[src/rtl/core/itrd_pkg.sv]
`timescale 1ns / 1ps
// ----------------------------------------------------------------------------
// itrd_pkg
// Shared types, constants and the symbol lookup for the radix digit block.
// ----------------------------------------------------------------------------
package itrd_pkg;

  localparam int VALUE_W     = 32;
  localparam int SYM_W       = 8;
  localparam int SIZE_W      = 5;
  localparam int SYM_IDX_W   = 4;
  localparam int NUM_SYMBOLS = 16;
  localparam int DIGIT_W     = 4;
  localparam int DEPTH       = 32;
  localparam int DEPTH_W     = 5;
  localparam int DIV_STEPS   = 8;
  localparam int DIV_CYCLES  = VALUE_W / DIV_STEPS;
  localparam int DIV_CNT_W   = 2;
  localparam int REG_W       = 64;
  localparam int ADDR_W      = 5;

  localparam logic [SIZE_W-1:0] MIN_RADIX = 5'd2;

  localparam logic [SYM_W-1:0] SYM_PLUS  = 8'h2B;
  localparam logic [SYM_W-1:0] SYM_MINUS = 8'h2D;
  localparam logic [SYM_W-1:0] SYM_NONE  = 8'h00;

  localparam logic STATUS_OK       = 1'b0;
  localparam logic STATUS_BAD_BASE = 1'b1;

  localparam logic [1:0] REG_BASE_SIZE    = 2'd0;
  localparam logic [1:0] REG_SYMBOLS_LOW  = 2'd1;
  localparam logic [1:0] REG_SYMBOLS_HIGH = 2'd2;

  localparam logic [SIZE_W-1:0] RST_BASE_SIZE    = 5'd10;
  localparam logic [REG_W-1:0]  RST_SYMBOLS_LOW  = 64'h3736_3534_3332_3130;
  localparam logic [REG_W-1:0]  RST_SYMBOLS_HIGH = 64'h0000_0000_0000_3938;

  typedef struct packed {
    logic done;
    logic ok;
  } chk_status_t;

  // Symbol k of the sixteen held in the two symbol registers.
  function automatic logic [SYM_W-1:0] symbol_at(input logic [REG_W-1:0] lo,
                                                 input logic [REG_W-1:0] hi,
                                                 input logic [SYM_IDX_W-1:0] k);
    logic [2*REG_W-1:0] all;
    all = {hi, lo};
    return all[{k, 3'b000} +: SYM_W];
  endfunction

endpackage

[src/rtl/core/itrd_div_step.sv]
`timescale 1ns / 1ps
// ----------------------------------------------------------------------------
// itrd_div_step
// Eight restoring division steps of a 32-bit quotient register by the radix.
// ----------------------------------------------------------------------------
module itrd_div_step (
  input  logic [itrd_pkg::DIGIT_W-1:0] rem_in,
  input  logic [itrd_pkg::VALUE_W-1:0] quo_in,
  input  logic [itrd_pkg::SIZE_W-1:0]  divisor,
  output logic [itrd_pkg::DIGIT_W-1:0] rem_out,
  output logic [itrd_pkg::VALUE_W-1:0] quo_out
);
  import itrd_pkg::*;

  logic [DIGIT_W-1:0] r;
  logic [VALUE_W-1:0] q;
  logic [DIGIT_W:0]   r5;
  logic               ge;

  // The dividend shifts out at the top while quotient bits shift in below,
  // so after four passes the register holds the quotient.
  always_comb begin
    r  = rem_in;
    q  = quo_in;
    r5 = '0;
    ge = 1'b0;
    for (int k = 0; k < DIV_STEPS; k++) begin
      r5 = {r, q[VALUE_W-1]};
      ge = (r5 >= divisor);
      q  = {q[VALUE_W-2:0], ge};
      r  = ge ? DIGIT_W'(r5 - divisor) : r5[DIGIT_W-1:0];
    end
    rem_out = r;
    quo_out = q;
  end

endmodule

[src/rtl/core/itrd_base_check.sv]
`timescale 1ns / 1ps
// ----------------------------------------------------------------------------
// itrd_base_check
// Walks the symbol list one entry a cycle and validates the configured base.
// ----------------------------------------------------------------------------
module itrd_base_check #(
  parameter int MAX_SYMBOLS = 16
) (
  input  logic                       clk,
  input  logic                       rst,
  input  logic                       start,
  input  logic [itrd_pkg::SIZE_W-1:0] base_size,
  input  logic [itrd_pkg::REG_W-1:0]  symbols_low,
  input  logic [itrd_pkg::REG_W-1:0]  symbols_high,
  output itrd_pkg::chk_status_t       status
);
  import itrd_pkg::*;

  logic              running;
  logic [SIZE_W-1:0] idx;
  logic [SYM_W-1:0]  cur_sym;
  logic              size_bad;
  logic              sym_bad;

  assign size_bad = (base_size < MIN_RADIX) || (base_size > SIZE_W'(MAX_SYMBOLS));
  assign cur_sym  = symbol_at(symbols_low, symbols_high, idx[SYM_IDX_W-1:0]);

  // The current symbol against the sign bytes and every later symbol in use.
  always_comb begin
    sym_bad = (cur_sym == SYM_PLUS) || (cur_sym == SYM_MINUS);
    for (int j = 0; j < NUM_SYMBOLS; j++) begin
      if ((SIZE_W'(j) > idx) && (SIZE_W'(j) < base_size) &&
          (symbol_at(symbols_low, symbols_high, SYM_IDX_W'(j)) == cur_sym)) begin
        sym_bad = 1'b1;
      end
    end
  end

  always_ff @(posedge clk) begin
    if (rst) begin
      running     <= 1'b0;
      status.done <= 1'b0;
      status.ok   <= 1'b0;
    end else begin
      status.done <= 1'b0;
      if (start) begin
        if (size_bad) begin
          status.done <= 1'b1;
          status.ok   <= 1'b0;
        end else begin
          running <= 1'b1;
          idx     <= '0;
        end
      end else if (running) begin
        if (idx == base_size) begin
          running     <= 1'b0;
          status.done <= 1'b1;
          status.ok   <= 1'b1;
        end else if (sym_bad) begin
          running     <= 1'b0;
          status.done <= 1'b1;
          status.ok   <= 1'b0;
        end else begin
          idx <= idx + 1'b1;
        end
      end
    end
  end

endmodule

[src/rtl/core/integer_to_radix_digits.sv]
`timescale 1ns / 1ps
// ----------------------------------------------------------------------------
// integer_to_radix_digits
// Converts a signed 32-bit value to its text in a configurable radix.
// ----------------------------------------------------------------------------
// One value enters on the s_ channel; its text leaves on the m_ channel as a
// run of symbol bytes, most significant first, with tlast on the final byte.
// A negative value is preceded by a minus sign. When the configured base is
// invalid (fewer than two symbols, more than MAX_SYMBOLS, a repeated symbol,
// or a plus or minus symbol) a single transfer with symbol zero, tlast high
// and tuser high is sent instead of text.
// Sequence: the value is taken, the base is checked, then each digit that
// needs a division passes through one shared divide unit (it retires eight
// quotient bits a cycle) and the leading digit is written without one; each
// output byte then takes a digit stack read and a load of the output
// register, with a minus sign loaded first for a negative value. s_tready is
// high only while no value is in progress.
// The output register decouples the receiver: when m_tready is low the byte
// is held and the sequencer waits. Reset restores base 10 with symbols "0" to
// "9" and empties the output; the digit stack needs no clearing.
// Registers sit at byte addresses 0, 8 and 16 of the 64-bit APB-style port.
// ----------------------------------------------------------------------------
module integer_to_radix_digits #(
  parameter int MAX_SYMBOLS = 16
) (
  input  logic        clk,
  input  logic        rst,
  // input stream
  input  logic        s_tvalid,
  output logic        s_tready,
  input  logic [31:0] s_tdata,   // [31:0] value
  // output stream
  output logic        m_tvalid,
  input  logic        m_tready,
  output logic [7:0]  m_tdata,   // [7:0] symbol
  output logic        m_tlast,
  output logic [0:0]  m_tuser,   // [0] status (1 = bad base)
  // configuration port
  input  logic        psel,
  input  logic        penable,
  input  logic        pwrite,
  input  logic [4:0]  paddr,
  input  logic [63:0] pwdata,
  output logic [63:0] prdata,
  output logic        pready
);
  import itrd_pkg::*;

  typedef enum logic [2:0] {
    S_IDLE,
    S_CHECK,
    S_DIV,
    S_SIGN,
    S_READ,
    S_SEND,
    S_BAD
  } state_t;

  // Configuration registers
  logic [SIZE_W-1:0] base_size;
  logic [REG_W-1:0]  symbols_low;
  logic [REG_W-1:0]  symbols_high;
  logic              cfg_we;
  logic [1:0]        cfg_idx;

  // Sequencer state and working registers
  state_t               state;
  logic                 neg;
  logic [VALUE_W-1:0]   mag;
  logic [DIGIT_W-1:0]   div_rem;
  logic [DIV_CNT_W-1:0] div_cnt;
  logic                 div_busy;
  logic [DEPTH_W-1:0]   n;
  logic [DEPTH_W-1:0]   ptr;

  // Digit stack, least significant digit at entry zero
  logic [DIGIT_W-1:0] stack [DEPTH];
  logic [DIGIT_W-1:0] rd_data;
  logic               stack_we;
  logic [DIGIT_W-1:0] stack_wdata;

  logic               accept;
  logic               out_free;
  logic               out_load;
  logic               last_digit;
  logic [DIGIT_W-1:0] rem_next;
  logic [VALUE_W-1:0] quo_next;
  chk_status_t        chk;

  // --------------------------------------------------------------------------
  // Configuration port: writes complete in the access phase, pready is tied.
  // --------------------------------------------------------------------------
  assign pready  = 1'b1;
  assign cfg_we  = psel && penable && pwrite;
  assign cfg_idx = paddr[4:3];

  always_ff @(posedge clk) begin
    if (rst) begin
      base_size    <= RST_BASE_SIZE;
      symbols_low  <= RST_SYMBOLS_LOW;
      symbols_high <= RST_SYMBOLS_HIGH;
    end else if (cfg_we) begin
      case (cfg_idx)
        REG_BASE_SIZE:    base_size    <= pwdata[SIZE_W-1:0];
        REG_SYMBOLS_LOW:  symbols_low  <= pwdata;
        REG_SYMBOLS_HIGH: symbols_high <= pwdata;
        default:          ;
      endcase
    end
  end

  // Reads decode the full address; unaligned reads return zero.
  always_comb begin
    prdata = '0;
    if (paddr[2:0] == 3'b000) begin
      case (cfg_idx)
        REG_BASE_SIZE:    prdata = {{(REG_W-SIZE_W){1'b0}}, base_size};
        REG_SYMBOLS_LOW:  prdata = symbols_low;
        REG_SYMBOLS_HIGH: prdata = symbols_high;
        default:          prdata = '0;
      endcase
    end
  end

  // --------------------------------------------------------------------------
  // Base validation runs once per value, started by the input transfer.
  // --------------------------------------------------------------------------
  itrd_base_check #(
    .MAX_SYMBOLS (MAX_SYMBOLS)
  ) u_base_check (
    .clk          (clk),
    .rst          (rst),
    .start        (accept),
    .base_size    (base_size),
    .symbols_low  (symbols_low),
    .symbols_high (symbols_high),
    .status       (chk)
  );

  // --------------------------------------------------------------------------
  // Shared divide unit: four passes give one quotient and one remainder.
  // --------------------------------------------------------------------------
  itrd_div_step u_div_step (
    .rem_in  (div_rem),
    .quo_in  (mag),
    .divisor (base_size),
    .rem_out (rem_next),
    .quo_out (quo_next)
  );

  assign s_tready = (state == S_IDLE);
  assign accept   = s_tvalid && s_tready;
  assign out_free = !m_tvalid || m_tready;
  // The sequencer loads a new byte into the output register this cycle.
  assign out_load = out_free &&
                    ((state == S_SIGN) || (state == S_SEND) || (state == S_BAD));

  // Once the magnitude drops below the radix it is the leading digit itself.
  assign last_digit = (mag < VALUE_W'(base_size)) || (n == DEPTH_W'(DEPTH - 1));

  assign stack_we    = (state == S_DIV) &&
                       ((!div_busy && last_digit) ||
                        (div_busy && (div_cnt == DIV_CNT_W'(DIV_CYCLES - 1))));
  assign stack_wdata = div_busy ? rem_next : mag[DIGIT_W-1:0];

  always_ff @(posedge clk) begin
    if (stack_we) begin
      stack[n] <= stack_wdata;
    end
    rd_data <= stack[ptr];
  end

  // --------------------------------------------------------------------------
  // Sequencer and output register
  // --------------------------------------------------------------------------
  always_ff @(posedge clk) begin
    if (rst) begin
      state    <= S_IDLE;
      m_tvalid <= 1'b0;
      div_busy <= 1'b0;
    end else begin
      if (m_tvalid && m_tready && !out_load) begin
        m_tvalid <= 1'b0;
      end
      case (state)
        S_IDLE: begin
          if (accept) begin
            neg   <= s_tdata[VALUE_W-1];
            mag   <= s_tdata[VALUE_W-1] ? (VALUE_W'(0) - s_tdata) : s_tdata;
            state <= S_CHECK;
          end
        end
        S_CHECK: begin
          if (chk.done) begin
            if (chk.ok) begin
              n        <= '0;
              div_busy <= 1'b0;
              state    <= S_DIV;
            end else begin
              state <= S_BAD;
            end
          end
        end
        S_DIV: begin
          if (!div_busy) begin
            if (last_digit) begin
              ptr   <= n;
              state <= neg ? S_SIGN : S_READ;
            end else begin
              div_busy <= 1'b1;
              div_cnt  <= '0;
              div_rem  <= '0;
            end
          end else begin
            div_cnt <= div_cnt + 1'b1;
            div_rem <= rem_next;
            mag     <= quo_next;
            if (div_cnt == DIV_CNT_W'(DIV_CYCLES - 1)) begin
              div_busy <= 1'b0;
              n        <= n + 1'b1;
            end
          end
        end
        S_SIGN: begin
          if (out_free) begin
            m_tvalid   <= 1'b1;
            m_tdata    <= SYM_MINUS;
            m_tlast    <= 1'b0;
            m_tuser[0] <= STATUS_OK;
            state      <= S_READ;
          end
        end
        S_READ: begin
          state <= S_SEND;
        end
        S_SEND: begin
          if (out_free) begin
            m_tvalid   <= 1'b1;
            m_tdata    <= symbol_at(symbols_low, symbols_high, rd_data);
            m_tlast    <= (ptr == '0);
            m_tuser[0] <= STATUS_OK;
            if (ptr == '0) begin
              state <= S_IDLE;
            end else begin
              ptr   <= ptr - 1'b1;
              state <= S_READ;
            end
          end
        end
        S_BAD: begin
          if (out_free) begin
            m_tvalid   <= 1'b1;
            m_tdata    <= SYM_NONE;
            m_tlast    <= 1'b1;
            m_tuser[0] <= STATUS_BAD_BASE;
            state      <= S_IDLE;
          end
        end
        default: begin
          state <= S_IDLE;
        end
      endcase
    end
  end

endmodule

[config.mk]
export PLATFORM = sky130hd
export DESIGN_NAME = integer_to_radix_digits
export DESIGN_NICKNAME = d
export VERILOG_FILES = /design/src/rtl/core/itrd_pkg.sv /design/src/rtl/core/itrd_div_step.sv /design/src/rtl/core/itrd_base_check.sv /design/src/rtl/core/integer_to_radix_digits.sv
export SDC_FILE = /design/constraint.sdc
export NUM_CORES = 1
export LEC_CHECK = 0
export BUFFER_PORTS_ARGS = -buffer_cell sky130_fd_sc_hd__buf_2
export CAP_MARGIN = 40
export CORE_MARGIN = 5
export CORE_UTILIZATION = 45
export CTS_CLUSTER_SIZE = 14
export DETAILED_ROUTE_END_ITERATION = 6
export PLACE_DENSITY = 0.63
export SLEW_MARGIN = 10
export SYNTH_ARGS = -nofsm -noshare
export SYNTH_HDL_FRONTEND = slang
export SYNTH_SLANG_ARGS = --single-unit
[constraint.sdc]
create_clock -name clk -period 16.6 [get_ports clk]
set_input_delay 0 -clock clk [delete_from_list [all_inputs] [get_ports clk]]
set_output_delay 0 -clock clk [all_outputs]
set_load 0.02 [all_outputs]
==> out/metrics.yaml, run 1 <==
cts:
  cts_tree: "done"
  cts_inserted_buffers: 37
  cts_sinks: 337
  clockBufferDepth: 3
  insertion_delay_ns: 0.56
  cts_htree_levels: 2
  post_cts_buffers: 0
  clk_pin_slew_worst_paths_ns: 0.06
  clockRootBuffer: "clkbuf_16"
sta:
  fin_setup_tns_ns: 0
  timing_hold_violations_final: 0
  setup_viol: 0
  fmax_mhz: 67.8
  rsz0062_at_grt: "no"
  maxSlewViolCount: 0
  worst_pin_slew_ns: 1.14
  clock_skew_ns: 0.0122
  relSlewSlack_pct: 23.7
  period_needed_ns: 14.75
  finalCritPeriodShare_pct: 88.8
placed_design:
  placed_area_sq_um: 22300
  place_inst: 2834
  hpwl_mm: 49.3
  port_buffers: 183
  place.gp.congestion: 0.995
power_and_ir_drop:
  finalPower_mw: 4.04
  powerDensity_nw_per_um2: 165
  peakVddDrop_v: 0.000251
  power.static_leakage_nw: 9.09
floorplanning:
  placementRows: 79
  die_area_sq_um: 50900
  die_h_um: 226
  coreArea_sq_um: 46300
  die-width_um: 226
  io_pins: 185
  start_util_pct: 45.3
layout:
  layout.nets: 2542
  layout.cells.non_filler: 3007
  area_growth_pct: 17.2
  finalInstanceArea_sq_um: 24500
  drive_gt1_share_pct: 17.4
critical_path:
  critPathKind: "flip-flop to flip-flop"
  worstPathArrival_ns: 14.97
  reg2reg_depth: 68
  max_stage_delay_ns: 0.59
  slowest_stage: "dfxtp_1"
  cp.required_ns: 16.82
  path_max_fanout: 32
  worst_setup_path_end_kind: "flip-flop"
  startpoint_type: "flip-flop"
min_path:
  hp-class: "input pin to flip-flop"
  holdPathStages: 3
logic_synthesis:
  netlist.area_leader.share_pct: 27.5
  synth_mux_area_share_pct: 12.7
  avgSynthCellArea_sq_um: 9.67
  yosysWarningCount: 0
  ys_ff_latch: 337
  ys.flop_type: "edfxtp_1"
  async_flop_share_pct: 0
  synth_compound_area_share_pct: 15.0
  synth_edf_count: 192
  synth-simple-area-share_pct: 17.0
  synth_xor_area_share_pct: 5.77
  synth.net_count: 2336
  synth-seq-area-share_pct: 41.4
  synthTopCellsByArea: "edfxtp_1, dfxtp_1, mux4_2"
  synthAdderAreaFrac_pct: 4.05
  syn-cell-area_sq_um: 20900
  synthCells: 2165
  synth_top_family_by_area: "simple AND/OR/NAND/NOR gates"
  synth.largest_area_cell: "edfxtp_1"
  yosysUniqueCellTypes: 93
job:
  maxCapViolations: 0
global_route:
  grt_pass1_vias: 17400
  antenna_found_initial: 0
  grt_pass1_wl_mm: 105
  grt_overflow: 0
  grt_max_degree: 89
  grt_usage_pct: 26.2
detailed_routing:
  drc_errors: 0
  wl_mm: 68.8
  drt_iter0_drc: 2431
  avgRoutedWirePerCell_um: 22.9
  dr.pass1.iters: 6
  ant_nets: 0
  vias: 18300
  via_per_inst: 6.08
run_status:
  status: "finished clean"
[cell usage in the layout (no fill, tap or decap), types with 10 or more instances in the layout]
cell type        n
o21ai_0         93
o221ai_1        14
a22oi_1         66
mux4_2          66
mux2i_1         73
mux2_2          33
and3_1          16
o31ai_1         14
nand2b_1        22
a21o_1          17
o22ai_1         18
a21oi_1        144
buf_4           28
nor3_1          27
nand3_1         21
or3_1           10
nand4_1         13
dfxtp_1        144
nand3b_1        39
nor4_1          19
dlygate4sd3_1  104
nor2b_1         13
clkbuf_16       38
xor2_1          74
ha_1            55
and2_1          12
xnor2_1         64
inv_1           40
nor2_1         205
edfxtp_1       192
buf_2          183
nand2_1        339
[metal layers]
layer	track usage, %	up-vias	share of wire [%]
met5	0	-	0
met4	7.44	0	2.9
met3	4.97	122	8.8
met2	39.7	876	44
met1	38.7	8956	44
li1	-	8329	-
[power breakdown]
part	internal [mW]	switching [mW]	leakage, nW	total [mW]
combinational	0.908	1.23	5.58	2.14
sequential	1.01	0.0633	2.91	1.08
clock	0.482	0.344	0.596	0.826
total	2.40	1.64	9.09	4.04
[layout make-up]
cell class	instances	area [sq um]
fill	4135	21700
multi-input combinational	1631	11500
sequential	337	8670
timing repair buffer	321	2250
clock buffer	52	1060
tap	607	759
inverter	43	161
clock inverter	14	155
antenna	2	5.00
[critical path: cells and delay by family (launching register included)]
family	cells	cell delay, ns
buffers and inverters	7	0.76
AO/OA/AOI/OAI	27	5.07
adder cells (fa/ha/maj)	8	2.19
multiplexers	9	3.36
flip-flops	1	0.59
AND/OR/NAND/NOR	17	2.37
[cells by family (layout without fill, tap and decap cells)]
| logic type | count (synthesis) | count (layout) |
|---|---|---|
| AOI/OAI and AO/OA | 475 | 475 |
| buffers and inverters | 197 | 430 |
| xor gates and xnor gates | 138 | 138 |
| other | 1 | 3 |
| DFF | 337 | 337 |
| muxes | 178 | 178 |
| and+or+nand+nor | 776 | 776 |
| adders and majority gates | 63 | 63 |
[worst paths after layout]
path,startpoint,slack [ns],end
max,base_size[2],1.85,stack[3][3]
max reg2reg,base_size[2],1.85,stack[3][3]
min reg2reg,symbols_low[4],0.50,symbols_low[4]
min,s_tdata[29],0.03,mag[29]
[cells in the mapped netlist, types with 14 or more instances]
library cell and instances:
xor2_1 74, nand3b_1 39, o22ai_1 18, mux2i_1 73, dfxtp_1 145, edfxtp_1 192, ha_1 55, o31ai_1 14
xnor2_1 64, nor2_1 207, nor4_1 19, nand3_1 21, a21o_1 17, a22oi_1 66, a21oi_1 144, mux4_2 66
o21ai_0 94, nor3_1 27, buf_1 23, nand2b_1 22, nor2b_1 15, nand2_1 339, inv_1 40, and3_1 16
mux2_2 33, clkbuf_1 113, o221ai_1 14
[timing repair]
item,CTS,global route
hold endpoints to repair,174,0
hold buffers,104,0
resized for setup,0,0
[state kept, by name (all words and copies together), names as in the netlist, 5 cells and up]
register / flops
mag: 32
stack: 128
base_size: 5
u_base_check.idx: 5
n: 5
symbols_low: 64
m_tdata: 8
symbols_high: 64
ptr: 5
[stage by stage]
stage	setup WS (ns)	hold slack (ns)	utilization, %
after floorplan	2.06	0.0989	-
after global placement	2.46	0.221	47.9
after detailed placement	1.75	0.225	48.1
after CTS	1.74	0.0127	53.0
after global routing	0.756	0.0557	53.0
final	1.85	0.0350	53.0
Power figures use the tool's default switching activity.
==> run 2, diff against run 1 <==
--- a/config.mk
+++ b/config.mk
@@ -15,4 +15,5 @@
 export SLEW_MARGIN = 10
 export SYNTH_ARGS = -nofsm -noshare
 export SYNTH_HDL_FRONTEND = slang
+export SYNTH_HIERARCHICAL = 1
 export SYNTH_SLANG_ARGS = --single-unit
==> run 2 against run 1 <==
  * Register-to-register slack better by 1.8 ns
  * Power grew 26%
  * Cell area is 1.1% higher
  * Core utilization shrank 0.99 points
  * Critical path depth is 23 lower
  * Synthesized cell count is 2.5% higher
  * Via count grew 1.8%
  * Clock power shrank 3.3%
==> out/metrics.yaml, run 2 <==
detailed_routing:
  met1_length_mm: 29.4
  via_per_inst: 6.13
  dr.pass1.iters: 6
  vias: 18600
  wl_mm: 71.7
  avgRoutedWirePerCell_um: 23.6
  met3_length_mm: 5.93
  highest_layer: "met4"
  drt_iter0_drc: 1993
  ant_nets: 0
  wl_met2_mm: 32.7
  drc_errors: 0
cts:
  cts_sinks: 337
  clockBufferDepth: 3
  hold_buffers: 94
  cts.repair.resized: 0
  insertion_delay_ns: 0.56
  cts_inserted_buffers: 38
  cts_htree_levels: 2
  cts_tree: "done"
  clk_pin_slew_worst_paths_ns: 0.06
  clockRootBuffer: "clkbuf_16"
  post_cts_buffers: 0
layout:
  drive_gt1_share_pct: 17.4
  largest_register_ffs: 128
  biggestRegsByFlops: "stack (128), symbols_high (64), symbols_low (64)"
  final_common_cell: "nand2_1"
  area_growth_pct: 14.8
  layout.cells.non_filler: 3035
  layout.nets: 2562
  final_cell_mix: "nand2_1, edfxtp_1, buf_2"
  largest-register: "stack"
  fin_util_pct: 52.1
power_and_ir_drop:
  finalPower_mw: 5.10
  powerDensity_nw_per_um2: 205
  power.static_leakage_nw: 9.28
  peakVddDrop_v: 0.000453
logic_synthesis:
  avgSynthCellArea_sq_um: 9.73
  async_flop_share_pct: 0
  yosysUniqueCellTypes: 98
  synth-seq-area-share_pct: 40.1
  ys_top_cells_by_count: "nand2_1, edfxtp_1, a21oi_1"
  synthTopCellsByArea: "edfxtp_1, dfxtp_1, mux4_2"
  ys.flop_type: "edfxtp_1"
  ys_ff_latch: 337
  synth_edf_count: 192
  synthCells: 2220
  yosysWarningCount: 6
  synth.most_common_cell: "nand2_1"
  netlist.area_leader.share_pct: 26.7
  syn-cell-area_sq_um: 21600
  synth.largest_area_cell: "edfxtp_1"
  synth.net_count: 2391
floorplanning:
  coreArea_sq_um: 47600
  die_h_um: 229
  start_util_pct: 45.4
  io_pins: 185
  die_area_sq_um: 52500
  die-width_um: 229
  placementRows: 80
global_route:
  grt_pass1_wl_mm: 109
  grt_overflow: 0
  grt_pass1_vias: 18000
  grt_max_degree: 79
  antenna_found_initial: 1
  grt_usage_pct: 26.4
sta:
  rsz0062_at_grt: "no"
  relSlewSlack_pct: 43.1
  period_needed_ns: 12.92
  worst_pin_slew_ns: 0.854
  setup_viol: 0
  timing_hold_violations_final: 0
  clock_skew_ns: 0.0208
  finalCritPeriodShare_pct: 77.8
  maxSlewViolCount: 0
  fmax_mhz: 77.4
  fin_setup_tns_ns: 0
critical_path:
  worstSetupStartpoint: "base_size[2]"
  cp_num_buf_inv: 3
  regToRegSetupSlack_ns: 3.68
  worst_setup_path_end_kind: "flip-flop"
  r2r_start: "base_size[2]"
  cp.depth: 45
  reg2reg_depth: 45
  worstPathArrival_ns: 13.12
  reg2reg_to: "stack[8][3]"
  startpoint_type: "flip-flop"
  cpMostUsedCell: "ha_1"
  endpoint: "stack[8][3]"
  critPathKind: "flip-flop to flip-flop"
  path_max_fanout: 32
  max_stage_delay_ns: 0.70
  cp.required_ns: 16.80
  slowest_stage: "dfxtp_1"
  crit_family: "compound AO/OA/AOI/OAI gates"
job:
  maxCapViolations: 0
placed_design:
  hpwl_mm: 50.9
  port_buffers: 183
  place_inst: 2872
  place.gp.congestion: 0.989
run_status:
  status: "finished clean"
min_path:
  hp-class: "input pin to flip-flop"
run 2: tightest hold or removal path, stage by stage:
cell and delay (ns):
buf_2 0.10, xor2_1 0.12, o21ai_0 0.15
run 2: how the worst min path moves through the flow:
stage	slack (ns)	to	cells past startpoint	from
5_1_grt	0.04	mag[9]	3	s_tdata[9]
2_1_floorplan	0.06	u_base_check/running	1	rst
4_1_cts	0.0003	mag[9]	3	s_tdata[9]
3_5_place_dp	0.24	symbols_low[34]	3	pwdata[34]
6_report	0.03	mag[9]	3	s_tdata[9]
3_3_place_gp	0.23	symbols_low[21]	3	pwdata[21]
run 2: cells by family after synthesis:
logic type	Yosys count	synth area share, %
buffers and inverters	231	5.16
adder cells (fa/ha/maj)	63	3.93
other	1	0.0174
XOR/XNOR	191	7.74
multiplexers	185	12.7
AND/OR/NAND/NOR	741	16.0
AO/OA/AOI/OAI	471	14.4
flip-flops	337	40.1
run 2: power breakdown:
part | internal [mW] | switching (mW) | leakage, nW
sequential | 1.07 | 0.0702 | 2.91
clock | 0.454 | 0.345 | 0.565
combinational | 1.33 | 1.83 | 5.81
run 2: cell type report:
type / instances / area, sq um
Timing Repair Buffer: 309 / 2140
Clock buffer: 52 / 1030
Clock inverter: 16 / 121
Sequential cell: 337 / 8670
Tap cell: 615 / 769
Fill cell: 4354 / 22800
Inverter: 53 / 199
Multi-Input combinational cell: 1652 / 11900
Antenna cell: 1 / 2.50
run 2: routing by layer:
metal | vias to the layer above | global-route usage (%)
met5 | - | 0
met4 | 0 | 11.2
met3 | 195 | 5.29
met2 | 957 | 41.8
met1 | 9048 | 35.4
li1 | 8406 | -
run 2: per-stage QoR:
step / cell area (sq um) / setup WS, ns / hold slack, ns
6_report: 24800 / 3.68 / 0.0262
5_1_grt: 24800 / 2.83 / 0.0414
4_1_cts: 24800 / 3.97 / 0.000310
3_5_place_dp: 22700 / 4.03 / 0.236
3_3_place_gp: 22600 / 4.03 / 0.225
2_1_floorplan: 21600 / 5.80 / 0.0646
==> run 3, diff against run 2 <==
==> constraint.sdc (replaced) <==
create_clock -name clk -period 12.1 [get_ports clk]
set_input_delay 0 -clock clk [delete_from_list [all_inputs] [get_ports clk]]
set_output_delay 0 -clock clk [all_outputs]
set_load 0.02 [all_outputs]
==> run 3 against run 2 <==
  * Hold slack improved by 0.0038 ns
  * Core utilization increased by 0.43 points
  * Routed wire length decreased by 1.3%
  * Clock skew decreased by 0.0016 ns
  * Maximum frequency increased by 15%
  * Via count decreased by 0.71%
  * Clock power increased by 48%
  * Critical endpoint is now stack[14][2]
==> out/metrics.yaml, run 3 (synthesized netlist as in run 2, its figures left out) <==
placed_design:
  port_buffers: 183
  placed_area_sq_um: 22700
  place.gp.congestion: 0.985
  hpwl_mm: 51.0
floorplanning:
  die-width_um: 229
  io_pins: 185
  die_h_um: 229
  coreArea_sq_um: 47600
  start_util_pct: 45.4
  placementRows: 80
  die_area_sq_um: 52500
cts:
  clockRootBuffer: "clkbuf_16"
  post_cts_buffers: 0
  cts_sinks: 337
  clk_pin_slew_worst_paths_ns: 0.06
  cts_inserted_buffers: 38
  insertion_delay_ns: 0.56
  cts_tree: "done"
  cts_htree_levels: 2
  clockBufferDepth: 3
sta:
  setup_viol: 0
  clock_skew_ns: 0.0192
  fmax_mhz: 89.2
  worst_pin_slew_ns: 0.823
  finalCritPeriodShare_pct: 92.7
  period_needed_ns: 11.21
  timing_hold_violations_final: 0
  finalHoldWorstSlack_ns: 0.0300
  maxSlewViolCount: 0
  relSlewSlack_pct: 45.1
layout:
  biggestRegsByFlops: "stack (128), symbols_high (64), symbols_low (64)"
  largest_register_ffs: 128
  final_cell_mix: "nand2_1, edfxtp_1, buf_2"
  fin_util_pct: 52.5
  area_growth_pct: 15.7
  largest-register: "stack"
  layout.nets: 2571
  finalInstanceArea_sq_um: 25000
  drive_gt1_share_pct: 17.9
  final_common_cell: "nand2_1"
detailed_routing:
  dr.pass1.iters: 6
  vias: 18500
  drt_iter0_drc: 1957
  wl_mm: 70.8
  via_per_inst: 6.07
  drc_errors: 0
  ant_nets: 0
  avgRoutedWirePerCell_um: 23.2
global_route:
  grt_overflow: 0
  grt_pass1_vias: 18000
  grt_pass1_wl_mm: 108
  grt_max_degree: 79
  grt_usage_pct: 26.1
  antenna_found_initial: 2
critical_path:
  worstPathArrival_ns: 11.42
  slowest_stage: "mux2_2"
  startpoint_type: "flip-flop"
  path_max_fanout: 32
  cpMostUsedCell: "ha_1"
  critPathKind: "flip-flop to flip-flop"
  cp.required_ns: 12.31
  max_stage_delay_ns: 0.50
  worst_setup_path_end_kind: "flip-flop"
power_and_ir_drop:
  peakVddDrop_v: 0.000650
  sw_frac_of_total_pct: 43.6
  p_int_mw: 4.03
  comb_power_share_pct: 61.6
  clkPwrFrac_pct: 16.6
  power.static_leakage_nw: 9.39
  finalPower_mw: 7.14
  powerDensity_nw_per_um2: 286
  switchingPower_mw: 3.11
  seq_power_share_pct: 21.8
job:
  maxCapViolations: 0
min_path:
  hp-class: "input pin to flip-flop"
run_status:
  status: "finished clean"
## run 3: cell types whose count changed in the layout (fill, tap and decap cells not counted), sizes merged, moves of 2 or more
cell	previous run	this run
bufinv	1	3
clkinv	12	8
inv	55	58
buf	212	216
dlygate4sd3	94	98
## run 3: routing by layer
layer  vias up  GRT usage, %  wire length (um)
met3       157          4.30              5930
met4         0          9.92              2740
met5         -             0                 0
met2       970          40.8             32200
met1      8926          36.5             29900
li1       8421             -                 -
## run 3: worst max-delay path, delay by kind of cell, from the launching register on
| kind | cells | cell delay, ns |
|---|---|---|
| flops | 1 | 0.48 |
| simple gates | 6 | 0.90 |
| buf+inv | 4 | 0.56 |
| mux | 6 | 2.18 |
| fa+ha+maj | 8 | 2.54 |
| compound gates | 23 | 4.15 |
## run 3: layout make-up
class	count	area, sq um
diodes	2	5.00
flip-flops and latches	337	8670
inverters	53	199
repair buffers	318	2200
fillers	4226	22600
multi-input cells	1652	11900
clock inverters	16	178
clock buffers	52	1110
well taps	615	769
## run 3: final timing paths
check | cells past startpoint | end | start | slack, ns
worst max register to register | 47 | stack[14][2] | base_size[3] | 0.89
worst max-delay path | 47 | stack[14][2] | base_size[3] | 0.89
worst min-delay path | 3 | m_tvalid | m_tready | 0.03
worst min register to register | 2 | symbols_low[0] | symbols_low[0] | 0.50
## run 3: per-stage QoR
stage | setup slack (ns) | setup TNS, ns | instances
6_report | 0.887 | 0 | 3045
5_1_grt | -0.0562 | -3.54 | 3045
4_1_cts | 0.390 | 0 | 3043
3_5_place_dp | 0.461 | 0 | 2877
3_3_place_gp | 0.777 | 0 | 2871
2_1_floorplan | 1.30 | 0 | 2220
## run 3: power by group through the flow
stage                     clock network, mW  logic [mW]  registers [mW]
after global routing                   1.25        4.78            1.57
after detailed placement                  0        4.21            1.58
final                                  1.18        4.40            1.56
after CTS                              1.20        4.28            1.56
after floorplan                           0        3.53            1.52
after global placement                    0        4.10            1.58
## run 3: repair_timing
action	CTS	global route
resized for setup	0	5
endpoints found under the setup margin	0	132
hold buffers	98	0
hold endpoints to repair	167	0
